## config.mk

```make
export PLATFORM = sky130hd
export DESIGN_NAME = tss_cell
export DESIGN_NICKNAME = d
export VERILOG_FILES = /design/src/sv/tss_pkg.sv /design/src/sv/tss_cell.sv
export SDC_FILE = /design/constraint.sdc
export NUM_CORES = 1
export LEC_CHECK = 0
export ABC_CLOCK_PERIOD_IN_PS = 1200
export BUFFER_PORTS_ARGS = -buffer_cell sky130_fd_sc_hd__buf_2
export CAP_MARGIN = 20
export CORE_ASPECT_RATIO = 0.75
export CORE_MARGIN = 3
export CORE_UTILIZATION = 39
export DETAILED_ROUTE_END_ITERATION = 8
export PLACE_DENSITY = 0.89
export SLEW_MARGIN = 20
export SYNTH_ARGS = -nofsm -noshare
export SYNTH_HDL_FRONTEND = slang
export SYNTH_SLANG_ARGS = --single-unit
```

## constraint.sdc

```tcl
create_clock -name clk -period 1.2 [get_ports clk]
set_clock_uncertainty 0.05 [all_clocks]
set_input_delay 0.18 -clock clk [delete_from_list [all_inputs] [get_ports clk]]
set_output_delay 0.18 -clock clk [all_outputs]
set_load 0.1 [all_outputs]
```

## src/sv/tss_pkg.sv

```systemverilog
// Shared constants, types and helpers for the transpose search key table.
`default_nettype none

package tss_pkg;

	// Table geometry.
	localparam int TABLE_DEPTH = 1024;
	localparam int KEY_BITS    = 16;
	localparam int IDX_W       = $clog2(TABLE_DEPTH);
	localparam int POS_W       = IDX_W + 1;

	// Configuration register.
	localparam int CFG_W = 11;
	localparam logic [CFG_W-1:0] ENTRIES_RESET = 11'd1024;

	// Port widths fixed by the interface.
	localparam int IDX_PORT_W = 10;
	localparam int KEY_PORT_W = 16;
	localparam int OPC_W      = 12;
	localparam int HITS_W     = 16;

	// Operation codes.
	localparam logic OP_LOAD   = 1'b0;
	localparam logic OP_SEARCH = 1'b1;

	typedef logic [KEY_BITS-1:0] key_t;

	// Per-cell controls driven by the sequencer.
	typedef struct packed {
		logic shift;
		logic load;
	} cell_ctl_t;

	// Stored keys keep only their low KEY_BITS bits.
	function automatic key_t to_key(input logic [KEY_PORT_W-1:0] v);
		return key_t'(v);
	endfunction

endpackage

`default_nettype wire

```

## src/sv/tss_cell.sv

```systemverilog
// One table cell: holds a key and passes it to its front neighbor while rotating.
`default_nettype none

module tss_cell
	import tss_pkg::*;
(
	input  wire logic      clk,
	input  wire cell_ctl_t ctl,
	input  wire key_t      shift_in,
	input  wire logic      wr_sel,
	input  wire key_t      wr_key,
	output key_t           key
);

	key_t key_q;

	// Rotation takes the neighbor's key; a load writes the selected cell.
	always_ff @(posedge clk) begin
		if (ctl.shift) begin
			key_q <= shift_in;
		end else if (ctl.load && wr_sel) begin
			key_q <= wr_key;
		end
	end

	assign key = key_q;

endmodule

`default_nettype wire

```

==> metrics.csv <==
metric;value;unit
holdBufCountCts;0;
largest_reg_flops;16;
slew_headroom;0.772;
yosysMostFrequentCell;edfxtp_1;
synth_flop_cell;edfxtp_1;
cp_num_buf_inv;1;
yosys-top-cells-area;edfxtp_1, mux2_4, mux2_2;
wl_met1;477;microns
crit_path_max_fanout;1;
yosys_register_bits;16;
cpPeakStageDelay;0.44;ns
maxUsedRoutingLayer;met4;
final_cell_count_no_fill;110;
grt_max_degree;18;
groute.usage.overall;0.155;
cts_root_buf;clkbuf_4;
synth-xor-area-share;0;
vias;506;
grt_pass1_wl;2750;microns
yosys.area.top_type;edfxtp_1;
nFillCells;105;
first_pass_iters;2;
numCtsBuffers;3;
end_kind;output pin;
multi_input_area;223;sq um
dieArea;2450;sq um
finalHoldViolCount;0;
die_y;43.6;microns
rsz0062_at_grt;false;
syn_inst;35;
cp_cell_sequence;buf_12;
wl_per_cell;14.6;microns
place.gp.congestion;0.627;
register_area;480;sq um
cp-start-kind;flip-flop;
synthAdderAreaFrac;0;
io_pins;52;
synthSimpleGateAreaFrac;0;
htree_levels;1;
fin_crit;1.15;ns
synth_nets;71;
dp_cells;106;
wl_met2;917;microns
antenna_left;0;
drt_iter0_markers;2;
path_class;reg2out;
area_growth;73.1;%
cts_buffer_depth;2;
grt_antenna_before_repair;0;
cts_setup_buffers;0;
nNetsFinal;126;
report.final.slew_viol_count;0;
hp-class;in2reg;
initial_utilization;0.453;
cts_tree;built;
post_cts_resized;0;
synthTopCellsByCount;edfxtp_1, mux2_4, mux2_2;
diodes;0;
synthArstFlopShare;0;
cts_sinks;16;
crit_required;0.97;ns
syn_area;734;sq um
grt_pass1_vias;587;
grt-ovfl-total;0;
worstPathArrival;0.92;ns
crit_slowest_cell;edfxtp_1;
crit_family;flip-flops;
die_w;56.1;microns
drc;0;
p_leak;0.579;nW
viasPerCell;4.60;
status;completed;
yosys.cell_types.count;6;
routed_wl;1600;microns
synth_top_family_by_area;multiplexers;
fp-row-count;12;
timing.fmax;0.871;GHz
synth_area_per_cell;21.0;sq um
setup_tns;0;ns
power_density;1490;nW/um^2
vdd_drop_max;1.02;mV
synth-edff-count;16;
synth-compound-area-share;0.0119;
seq_area_frac_synth;0.654;
synthMuxAreaShare;0.291;
synth_top_area_frac;0.654;
timing.final.crit_share;0.957;
io_buffer_count;51;
setup_violations;0;
drive_above_1_share;0.809;
coreArea;1620;sq um
yosys_warnings;0;
clk_pin_slew;0.10;ns
cap_violations;0;
wl_met3;178;microns
worst_pin_slew;0.342;ns
layout by cell type, fill, tap and decap left out:
cell       n
buf_2     35
buf_12    17
edfxtp_1  16
mux2_4     9
mux2_2     7
clkbuf_4   3
a21o_2     1
clkinv_1   1
worst paths after layout:
kind,startpoint,end,slack [ns],cells past startpoint
setup / recovery,key[9]$_DFFE_PP_,key[9],0.05,1
hold / removal,shift_in[12],key[12]$_DFFE_PP_,0.14,2
stage by stage:
step	setup slack (ns)	area [sq um]	utilization	total power [mW]	hold WS [ns]
finish	0.0516	1270	0.784	1.89	0.137
detailed placement	0.00753	1240	0.768	1.63	0.435
floorplan	0.0660	734	-	1.27	0.347
CTS	0.0456	1270	0.784	1.90	0.135
global placement	0.0512	1240	0.768	1.61	0.429
global route	0.00502	1270	0.784	1.96	0.124
logic make-up after synthesis:
group / Yosys count
mux: 16
buf+inv: 2
compound gates: 1
flops: 16
where the power goes:
part / total, mW / internal [mW] / switching [mW]
Combinational: 0.863 / 0.330 / 0.533
Clock: 0.288 / 0.121 / 0.168
Sequential: 0.744 / 0.693 / 0.0505
final cells by class:
cell class,instances,area share
sequential,16,0.378
clock buffer,3,0.0177
tap,21,0.0207
multi-input combinational,17,0.175
timing repair buffer,52,0.406
clock inverter,1,0.00295
metal layers:
| layer | GRT usage | up-vias |
|---|---|---|
| met2 | 0.310 | 30 |
| li1 | - | 244 |
| met1 | 0.128 | 228 |
| met5 | 0 | - |
| met3 | 0.0655 | 4 |
| met4 | 0.0853 | 0 |
Power figures use the tool's default switching activity.
