==> config.mk <==
export PLATFORM = sky130hd
export DESIGN_NAME = tss_ctrl
export DESIGN_NICKNAME = d
export VERILOG_FILES = /design/src/sv/tss_pkg.sv /design/src/sv/tss_ctrl.sv
export SDC_FILE = /design/constraint.sdc
export NUM_CORES = 1
export LEC_CHECK = 0
export ABC_CLOCK_PERIOD_IN_PS = 4900
export BUFFER_PORTS_ARGS = -buffer_cell sky130_fd_sc_hd__buf_2
export CORE_ASPECT_RATIO = 1.1
export CORE_MARGIN = 8
export CORE_UTILIZATION = 35
export DETAILED_ROUTE_END_ITERATION = 12
export PLACE_DENSITY = 0.62
export SLEW_MARGIN = 20
export SYNTH_ARGS = -nofsm -noshare
export SYNTH_HDL_FRONTEND = slang
export SYNTH_SLANG_ARGS = --single-unit
export TNS_END_PERCENT = 1
==> constraint.sdc <==
create_clock -name clk -period 4.9 [get_ports clk]
set_clock_uncertainty 0.15 [all_clocks]
set_input_delay 0.49 -clock clk [delete_from_list [all_inputs] [get_ports clk]]
set_output_delay 0.49 -clock clk [all_outputs]
set_load 0.02 [all_outputs]
==> src/sv/tss_pkg.sv <==
// Shared constants, types and helpers for the transpose search key table.
`default_nettype none

package tss_pkg;

	// Table geometry.
	localparam int TABLE_DEPTH = 1024;
	localparam int KEY_BITS    = 16;
	localparam int IDX_W       = $clog2(TABLE_DEPTH);
	localparam int POS_W       = IDX_W + 1;

	// Configuration register.
	localparam int CFG_W = 11;
	localparam logic [CFG_W-1:0] ENTRIES_RESET = 11'd1024;

	// Port widths fixed by the interface.
	localparam int IDX_PORT_W = 10;
	localparam int KEY_PORT_W = 16;
	localparam int OPC_W      = 12;
	localparam int HITS_W     = 16;

	// Operation codes.
	localparam logic OP_LOAD   = 1'b0;
	localparam logic OP_SEARCH = 1'b1;

	typedef logic [KEY_BITS-1:0] key_t;

	// Per-cell controls driven by the sequencer.
	typedef struct packed {
		logic shift;
		logic load;
	} cell_ctl_t;

	// Stored keys keep only their low KEY_BITS bits.
	function automatic key_t to_key(input logic [KEY_PORT_W-1:0] v);
		return key_t'(v);
	endfunction

endpackage

`default_nettype wire

==> src/sv/tss_ctrl.sv <==
// Sequencer at the head of the cell ring: compare, transpose, counters and results.
`default_nettype none

module tss_ctrl
	import tss_pkg::*;
(
	input  wire logic                  clk,
	input  wire logic                  arst_n,
	input  wire logic                  start,
	output logic                       busy,
	input  wire logic                  opcode,
	input  wire logic [KEY_PORT_W-1:0] key_value,
	input  wire logic                  cfg_valid,
	output logic                       cfg_ready,
	input  wire logic [CFG_W-1:0]      cfg_data,
	input  wire key_t                  head0,
	input  wire key_t                  head1,
	output cell_ctl_t                  ctl,
	output key_t                       ins_key,
	output logic                       done,
	output logic                       hit,
	output logic [IDX_PORT_W-1:0]      hit_position,
	output logic [OPC_W-1:0]           op_count,
	output logic [HITS_W-1:0]          hits_so_far
);

	typedef enum logic [1:0] {
		ST_IDLE = 2'b01,
		ST_ROT  = 2'b10
	} state_t;

	localparam int CMP_W = (POS_W > CFG_W) ? POS_W : CFG_W;
	localparam logic [IDX_W-1:0] LAST_STEP = IDX_W'(TABLE_DEPTH - 1);

	state_t            state_q;
	logic [IDX_W-1:0]  cnt_q;
	logic              srch_q;
	logic              swp_q;
	logic              found_q;
	logic [IDX_W-1:0]  fpos_q;
	key_t              key_q;
	key_t              hold_q;
	logic [CFG_W-1:0]  entries_q;
	logic [HITS_W-1:0] hit_total_q;
	logic              res_valid_q;
	logic              res_hit_q;
	logic [IDX_W-1:0]  res_pos_q;
	logic [OPC_W-1:0]  res_ops_q;

	logic              accept;
	logic              rot;
	logic [CMP_W-1:0]  cfg_x;
	logic [CMP_W-1:0]  n_x;
	logic [POS_W-1:0]  n_eff;
	logic [POS_W-1:0]  next_pos;
	logic              found0;
	logic              look;
	logic              found_now;
	logic [IDX_W+1:0]  ops_hit;
	logic [IDX_W+1:0]  ops_miss;

	assign rot    = (state_q == ST_ROT);
	assign busy   = rot;
	assign accept = start && !busy;
	assign cfg_ready = !busy;

	// Searched length, limited to the table depth.
	assign cfg_x = CMP_W'(entries_q);
	assign n_x   = (cfg_x > CMP_W'(TABLE_DEPTH)) ? CMP_W'(TABLE_DEPTH) : cfg_x;
	assign n_eff = POS_W'(n_x);

	// Position 0 is checked at the head; later positions one step ahead so the
	// match can be moved in front of its predecessor as that one goes by.
	assign next_pos  = POS_W'(cnt_q) + POS_W'(1);
	assign found0    = rot && srch_q && (cnt_q == '0) && (n_eff != '0) && (head0 == key_q);
	assign look      = rot && srch_q && !found0 && (next_pos < n_eff) && (head1 == key_q);
	assign found_now = found0 || look;

	// Key fed into the tail of the ring this cycle.
	always_comb begin
		if (swp_q) begin
			ins_key = hold_q;
		end else if (look) begin
			ins_key = head1;
		end else begin
			ins_key = head0;
		end
	end

	assign ctl.shift = rot;
	assign ctl.load  = accept && (opcode == OP_LOAD);

	// Operation counts for both outcomes.
	assign ops_hit  = {1'b0, fpos_q, 1'b0} + (IDX_W+2)'(3);
	assign ops_miss = {n_eff, 1'b0};

	// Configuration register.
	always_ff @(posedge clk or negedge arst_n) begin
		if (!arst_n) begin
			entries_q <= ENTRIES_RESET;
		end else if (cfg_valid && cfg_ready) begin
			entries_q <= cfg_data;
		end
	end

	// Sequencer and hit bookkeeping.
	always_ff @(posedge clk or negedge arst_n) begin
		if (!arst_n) begin
			state_q     <= ST_IDLE;
			cnt_q       <= '0;
			srch_q      <= 1'b0;
			swp_q       <= 1'b0;
			found_q     <= 1'b0;
			hit_total_q <= '0;
			res_valid_q <= 1'b0;
		end else begin
			res_valid_q <= 1'b0;
			swp_q       <= look;
			unique case (state_q)
				ST_IDLE: begin
					if (accept) begin
						if (opcode == OP_SEARCH) begin
							state_q <= ST_ROT;
							cnt_q   <= '0;
							srch_q  <= 1'b1;
							found_q <= 1'b0;
						end else begin
							res_valid_q <= 1'b1;
							found_q     <= 1'b0;
						end
					end
				end
				ST_ROT: begin
					cnt_q <= cnt_q + IDX_W'(1);
					if (found_now) begin
						srch_q  <= 1'b0;
						found_q <= 1'b1;
						if (hit_total_q != {HITS_W{1'b1}}) begin
							hit_total_q <= hit_total_q + HITS_W'(1);
						end
					end
					if (cnt_q == LAST_STEP) begin
						state_q     <= ST_IDLE;
						srch_q      <= 1'b0;
						res_valid_q <= 1'b1;
					end
				end
				default: begin
					state_q <= ST_IDLE;
				end
			endcase
		end
	end

	// Datapath registers without reset.
	always_ff @(posedge clk) begin
		if (accept) begin
			key_q <= to_key(key_value);
		end
		if (look) begin
			hold_q <= head0;
		end
		if (found0) begin
			fpos_q <= '0;
		end else if (look) begin
			fpos_q <= IDX_W'(next_pos);
		end
		if (accept && (opcode == OP_LOAD)) begin
			res_hit_q <= 1'b0;
			res_pos_q <= '0;
			res_ops_q <= '0;
		end else if (rot && (cnt_q == LAST_STEP)) begin
			res_hit_q <= found_q;
			res_pos_q <= found_q ? fpos_q : '0;
			res_ops_q <= found_q ? OPC_W'(ops_hit) : OPC_W'(ops_miss);
		end
	end

	assign done         = res_valid_q;
	assign hit          = res_hit_q;
	assign hit_position = IDX_PORT_W'(res_pos_q);
	assign op_count     = res_ops_q;
	assign hits_so_far  = hit_total_q;

	// A result never shows while the ring is still turning.
	a_no_result_in_rot: assert property (@(posedge clk) disable iff (!arst_n)
		rot |-> !res_valid_q)
		else $error("result strobe during rotation");

	// The last rotation step always delivers a result.
	a_last_step_done: assert property (@(posedge clk) disable iff (!arst_n)
		(rot && (cnt_q == LAST_STEP)) |=> (res_valid_q && !rot))
		else $error("no result after the final rotation step");

	// After a lookahead hit the search has stopped.
	a_swap_ends_search: assert property (@(posedge clk) disable iff (!arst_n)
		swp_q |-> !srch_q)
		else $error("search still active during transpose");

	// The operation count of a hit is always odd.
	a_hit_ops_odd: assert property (@(posedge clk) disable iff (!arst_n)
		(res_valid_q && res_hit_q) |-> res_ops_q[0])
		else $error("even operation count on a hit");

	// Searching only happens while rotating.
	a_search_in_rot: assert property (@(posedge clk) disable iff (!arst_n)
		srch_q |-> rot)
		else $error("search flag outside rotation");

endmodule

`default_nettype wire

==> metrics.csv, run 1 <==
stage,metric,value,unit
yosys,"FFs w/ async S/R, synth",40.19,%
critical_path,CP Cell Sequence,ha_1 > nand3_1 > nor2_1 > xor2_1 > ha_1 > a211oi_1 > nor2_1 > nor4_1 > and3_2 > a31oi_1 > a21oi_1 > buf_2,
cells_and_area,"commonest non-fill, non-tap cell in the layout",buf_2,
sta,setup_tns,0,ns
yosys,mux contribution to synthesized area,2.611,%
route,DR vias/cell,5.331,
critical_path,R2R depth,12,
clock_tree,Sink Count,107,
critical_path,WP data required,4.26,ns
clock_tree,CTS tree,built,
grt,Total GRT Usage,15.23,%
clock_tree,worst skew pair latency,0.36,ns
yosys,register area share after synthesis,48.63,%
cells_and_area,Area Growth Syn to Fin,19.52,%
critical_path,CP max stage cell,dfrtp_1,
clock_tree,Hold Buf Count CTS,0,
clock_tree,H-tree depth,3,
sta,Rel. slew slack,34.84,%
grt,initial antenna violation count,0,
placed_design,GPL Wtd Cong,0.8682,
floorplanning,num rows,48,
clock_tree,Max Buffers Root-to-Sink,2,
route,DR iter-0 viols,259,
floorplanning,Die H,147.6,µm
yosys,Mapped Cells,558,
critical_path,Critical Path AT,3.72,ns
critical_path,type of element launching the critical path,flip-flop,
critical_path,critical path type,flip-flop to primary output,
sta,hold_ws,-0.03282,ns
route,"wirelength, routed",15190,µm
yosys,Synth Area in XOR/XNOR,10.01,%
run,Max Cap Viol,0,
run_status,failing checks,negative hold slack,
pwr,VDD IR-drop max,0.1479,mV
yosys,library cells used by synthesis,54,
route,Post-DRT Antenna Nets,0,
yosys,Post-synth EDFFs,32,
pwr,Pwr per Cell Area,287.2,mW/mm²
sta,# setup viols final,0,
run_status,status,"finished, violations left",
cells_and_area,most frequent cells in the layout,"buf_2 (122), nand2_1 (64), xnor2_1 (54)",
route,drt wl/cell,17.50,µm
sta,final critical-path share of the clock period,89.04,%
floorplanning,I/O pin count,124,
pwr,P_leak,2.681,nW
route,Residual DRC,0,
sta,Worst-Margin Slew,0.9751,ns
cells_and_area,number of nets in the layout,743,
clock_tree,"Reg clk slew, reported paths",0.07,ns
placed_design,Port Buffers,123,
critical_path,Max stage delay on crit path,0.48,ns
yosys,syn_area_per_cell,9.877,µm²
sta,RSZ-0062 raised after global routing,false,
critical_path,CP endpoint kind,primary output,
floorplanning,die area,0.02002,mm²
yosys,compound-gate portion of the synthesized area,14.94,%
sta,"Slew Viols, Final",0,
floorplanning,die width,135.7,µm
yosys,Post-Synth Simple-Gate Area,16.30,%
sta,fmax,229.2,MHz
yosys,net count after synthesis,638,
sta,minimum clock period,4.363,ns
hold_path,Hold Crit Class,input pin to async pin,
cells_and_area,diodes inserted,0,
yosys,Synth Register Bits,107,
placed_design,post-detail-place hpwl,11530,µm
grt,largest net degree at the start of global routing,44,
yosys,Main synth FF type,dfrtp_1,
floorplanning,Core ar.,0.01555,mm²
grt,global-route wire length before repair,24230,µm
route,drt first pass iters,5,
clock_tree,CTS buffer count,9,
route,Vias,4627,
yosys,main combinational cell family by area after synthesis,simple AND/OR/NAND/NOR gates,
cells_and_area,# fillers,1518,
yosys,Mapped Area,0.005512,mm²
cells_and_area,share of cells above drive strength 1,25.30,%
clock_tree,clock root buffer,clkbuf_16,
critical_path,CP max FO,17,
grt,vias in the first global route,4645,
grt,Overflow after GRT,0,
yosys,synth warn,0,
yosys,Post-Synth Adder-Cell Area,3.632,%
sta,"Hold Vio Cnt, Final",20,
floorplanning,effective utilization at floorplan,35.43,%
flip-flops by register name, summed over array words and instances (netlist names), 2 cells and up:
name,flops
state_q,2
fpos_q,10
cnt_q,10
hold_q,16
hit_position,10
hits_so_far,16
op_count,12
cfg_x,11
key_q,16
routing by layer:
layer  vias to the layer above  track usage [%]  routed length (µm)
met5                         -                0                   0
met4                         0            5.058                 229
met3                        18            4.005                1108
met2                       146            24.78                7287
met1                      2254            19.07                6563
li1                       2209                -                   -
per-stage QoR:
step                      util [%]  setup slack, ns  area, µm²  total power [mW]  cells
after CTS                    42.33           0.3225       6584             1.915    868
after floorplan                  -           0.9584       5512             1.018    558
after global placement       40.12           0.8931       6241             1.087    852
after global routing         42.35           0.1849       6588             1.965    868
after detailed placement     40.12           0.7400       6241             1.089    852
final                        42.35           0.5371       6588             1.892    868
worst max-delay path, delay by kind of cell (launching register included):
kind	cells	cell delay [ns]
compound gates	3	0.59
xor+xnor	1	0.27
fa+ha+maj	2	0.59
buf+inv	1	0.19
flops	1	0.48
simple gates	5	1.26
report_power, final:
part	total [mW]	switching [mW]	internal, mW
combinational	0.130	0.0761	0.0540
clock	0.824	0.340	0.484
sequential	0.938	0.00919	0.929
Yosys cell counts (3+ instances only):
| library cell | instances | share of area, % |
|---|---|---|
| nor3_1 | 11 | 1.0 |
| mux2_2 | 10 | 2.0 |
| a22o_1 | 6 | 0.95 |
| nand4_1 | 14 | 1.6 |
| o21ai_0 | 27 | 2.5 |
| a21oi_1 | 51 | 4.6 |
| buf_4 | 3 | 0.41 |
| buf_6 | 4 | 0.82 |
| dfxtp_1 | 32 | 12 |
| nor2b_1 | 19 | 2.2 |
| clkbuf_1 | 19 | 1.3 |
| xnor2_1 | 54 | 8.6 |
| edfxtp_1 | 32 | 17 |
| dfrtp_1 | 41 | 19 |
| nor2_1 | 24 | 1.6 |
| and3_1 | 4 | 0.45 |
| ha_1 | 16 | 3.6 |
| o2111ai_1 | 4 | 0.64 |
| xor2_1 | 9 | 1.4 |
| nand3_1 | 29 | 2.6 |
| nor3_2 | 3 | 0.54 |
| inv_1 | 5 | 0.34 |
| nand2_1 | 64 | 4.4 |
| a211oi_1 | 8 | 1.1 |
| o211ai_1 | 6 | 0.82 |
| buf_2 | 9 | 0.82 |
| a31oi_1 | 18 | 2.0 |
cell families (layout without fill, tap and decap cells):
kind of cell / Yosys count / after routing
AO/OA/AOI/OAI: 135 / 135
XOR/XNOR: 63 / 63
adder cells (fa/ha/maj): 16 / 16
buffers and inverters: 43 / 153
flip-flops: 107 / 107
multiplexers: 13 / 13
AND/OR/NAND/NOR: 181 / 181
repair_timing:
| item | in CTS | in global routing |
|---|---|---|
| setup buffers | 0 | 0 |
| gates resized for setup | 0 | 1 |
| endpoints found under the setup margin | 0 | 13 |
layout make-up:
class | count | area (µm²) | share of cell area [%]
flip-flops and latches | 107 | 2680 | 40.68
multi-input cells | 408 | 2621 | 39.79
repair buffers | 129 | 663.1 | 10.07
clock buffers | 10 | 250.2 | 3.799
well taps | 200 | 250.2 | 3.799
clock inverters | 6 | 92.59 | 1.406
inverters | 8 | 30.03 | 0.4558
path summary, 6_finish.rpt:
path | from | end | slack, ns
worst max-delay path | cnt_q[0] | ins_key[0] | 0.54
worst min-delay path | arst_n | cfg_x[3] | -0.03
worst max register to register | cnt_q[0] | hits_so_far[12] | 1.09
worst min register to register | hit_position[4] | hit_position[4] | 0.30
max in group asynchronous | arst_n | hits_so_far[8] | 4.20
min in group clk | key_value[7] | key_q[7] | 0.16
(Power assumes the default switching activity.)
==> run 2: changes to the inputs <==
Settings changed: PLACE_DENSITY 0.62 to 0.61.
==> run 2 against run 1 <==
The flow still finishes with violations (negative hold slack). Final cell count stayed put. Critical path depth did not move. Sequential share of layout area grew 0.41 points. Design area fell by 1.0%. Sequential cell count unchanged. Setup slack gained 0.014 ns. First-iteration DRC count is 22% higher. Non-clock buffer count unchanged. Critical endpoint is now ins_key[13]. Largest power group unchanged.
==> metrics.csv, run 2 (same netlist as run 1, synthesis figures left out) <==
stage,metric,value,unit,change
run_status,status,"finished, violations left",,
run_status,failing checks,negative hold slack,,
floorplanning,die area,0.02002,mm²,unchanged
clock_tree,post-CTS setup buffer count,0,,unchanged
clock_tree,H-tree depth,3,,unchanged
floorplanning,Core ar.,0.01555,mm²,unchanged
clock_tree,Sink Count,107,,unchanged
placed_design,GPL Wtd Cong,0.9028,,+4.0%
sta,fmax,229.9,MHz,+0.32%
clock_tree,worst skew pair latency,0.35,ns,about the same
grt,global-route wire length before repair,24740,µm,+2.1%
pwr,P_sw,0.4125,mW,-3.0%
sta,# setup viols final,0,,unchanged
pwr,logic gate share of total power,7.4,%,+0.5 points
sta,Worst-Margin Slew,1.014,ns,+0.03850 ns
cells_and_area,"commonest non-fill, non-tap cell in the layout",buf_2,,
sta,minimum clock period,4.349,ns,-0.01396 ns
pwr,P_leak,2.655,nW,-0.95%
cells_and_area,number of nets in the layout,743,,unchanged
clock_tree,CTS tree,built,,
placed_design,Port Buffers,123,,unchanged
placed_design,Area after DPL,0.006241,mm²,unchanged
clock_tree,"Reg clk slew, reported paths",0.07,ns,about the same
route,Residual DRC,0,,unchanged
cells_and_area,area of the multi-input gates,0.002621,mm²,unchanged
pwr,VDD IR-drop max,0.1322,mV,-11%
grt,Overflow after GRT,0,,unchanged
pwr,Pwr per Cell Area,269.0,mW/mm²,-6.3%
route,DR iter-0 viols,316,,+22%
run,Max Cap Viol,0,,unchanged
floorplanning,effective utilization at floorplan,35.43,%,unchanged
cells_and_area,Finished Cell Area,0.006521,mm²,-1.0%
pwr,Seq pwr share,53.5,%,+3.9 points
route,DR vias/cell,5.302,,-0.54%
grt,vias in the first global route,4625,,-0.43%
pwr,Pint,1.342,mW,-8.5%
floorplanning,die width,135.7,µm,unchanged
sta,"Hold Vio Cnt, Final",16,,-20%
cells_and_area,most frequent cells in the layout,"buf_2 (122), nand2_1 (64), xnor2_1 (54)",,
clock_tree,clock root buffer,clkbuf_16,,
cells_and_area,share of cells above drive strength 1,25.15,%,-0.15 points
route,drt first pass iters,4,,-1
critical_path,critical path type,flip-flop to primary output,,
sta,setup_tns,0,ns,unchanged
cells_and_area,diodes inserted,0,,unchanged
sta,final critical-path share of the clock period,88.75,%,-0.28 points
cells_and_area,Area Growth Syn to Fin,18.32,%,
clock_tree,Max Buffers Root-to-Sink,2,,unchanged
sta,"Slew Viols, Final",0,,unchanged
route,Post-DRT Antenna Nets,0,,unchanged
cells_and_area,# fillers,1526,,+0.53%
floorplanning,Die H,147.6,µm,unchanged
critical_path,CP max FO,17,,unchanged
sta,hold_ws,-0.03071,ns,+0.002111 ns
clock_tree,CTS buffer count,9,,unchanged
placed_design,post-detail-place hpwl,11580,µm,+0.45%
sta,Rel. slew slack,32.26,%,-2.6 points
cells_and_area,Register Area,0.002680,mm²,unchanged
floorplanning,num rows,48,,unchanged
floorplanning,I/O pin count,124,,unchanged
pwr,Clk pwr share,39.1,%,-4.4 points
pwr,switching part of the total power,23.52,%,+1.0 points
grt,largest net degree at the start of global routing,44,,unchanged
critical_path,Critical Path AT,3.71,ns,about the same
critical_path,CP endpoint kind,primary output,,
grt,Total GRT Usage,15.54,%,+0.32 points
route,drt wl/cell,17.74,µm,+1.4%
critical_path,WP data required,4.26,ns,about the same
critical_path,type of element launching the critical path,flip-flop,,
route,Vias,4602,,-0.54%
hold_path,Hold Crit Class,input pin to async pin,,
route,"wirelength, routed",15400,µm,+1.4%
grt,initial antenna violation count,0,,unchanged
sta,RSZ-0062 raised after global routing,false,,
==> run 2: changes by cell type in the layout (fill, tap and decap cells not counted), sizes merged <==
cell and change:
clkinv +3, clkinvlp -1, bufinv -2
==> run 2: final timing paths <==
path                                  from         endpoint  slack, ns  cells after the start
max in group asynchronous           arst_n  hits_so_far[12]       4.21                      1
setup reg to reg                  cnt_q[0]  hits_so_far[12]       1.09                     12
setup / recovery                  cnt_q[0]      ins_key[13]       0.55                     12
hold / removal                      arst_n         cfg_x[0]      -0.03                      1
hold reg to reg            hit_position[0]  hit_position[0]       0.30                      2
min in group clk             key_value[14]        key_q[14]       0.16                      1
==> run 2: timing repair <==
action,in CTS,in global routing
hold buffers,0,0
gates resized for setup,0,1
setup endpoints to repair,0,16
==> run 2: power groups by stage <==
stage,clock (mW),sequential [mW],combinational (mW)
floorplan,0,0.966,0.0514
global placement,0,0.957,0.129
detailed placement,0,0.958,0.131
CTS,0.709,0.939,0.131
global route,0.744,0.940,0.143
finish,0.686,0.939,0.129
==> run 2: layout make-up <==
cell class	instances	share of cell area (%)
Tap cell	200	3.837
Multi-Input combinational cell	408	40.20
Clock buffer	10	3.665
Clock inverter	6	0.5756
Timing Repair Buffer	129	10.17
Sequential cell	107	41.10
Inverter	8	0.4605
==> run 2: critical path, stage by stage (launching register included) <==
cell and delay, ns:
dfrtp_1 0.46, ha_1 0.30, nand3_1 0.20, nor2_1 0.18, xor2_1 0.25, ha_1 0.29
a211oi_1 0.24, nor2_1 0.07, nor4_1 0.35, and3_2 0.49, a31oi_1 0.16, a21oi_1 0.18
buf_2 0.18
==> run 2: stage by stage <==
step	util (%)	setup slack [ns]	hold WS, ns	power (mW)	std cells
floorplan	-	0.9584	0.04441	1.018	558
global placement	40.12	0.8623	0.2914	1.086	852
detailed placement	40.12	0.7607	0.2952	1.088	852
CTS	41.90	0.3323	0.1468	1.779	868
global route	41.92	0.1037	0.01967	1.827	868
finish	41.92	0.5510	-0.03071	1.754	868
==> run 2: routing by layer <==
metal | GRT usage, % | part of all wire (%) | vias up
li1 | - | - | 2211
met1 | 19.22 | 43 | 2236
met2 | 25.08 | 48 | 136
met3 | 4.515 | 7.3 | 19
met4 | 5.614 | 1.6 | 0
met5 | 0 | 0 | -
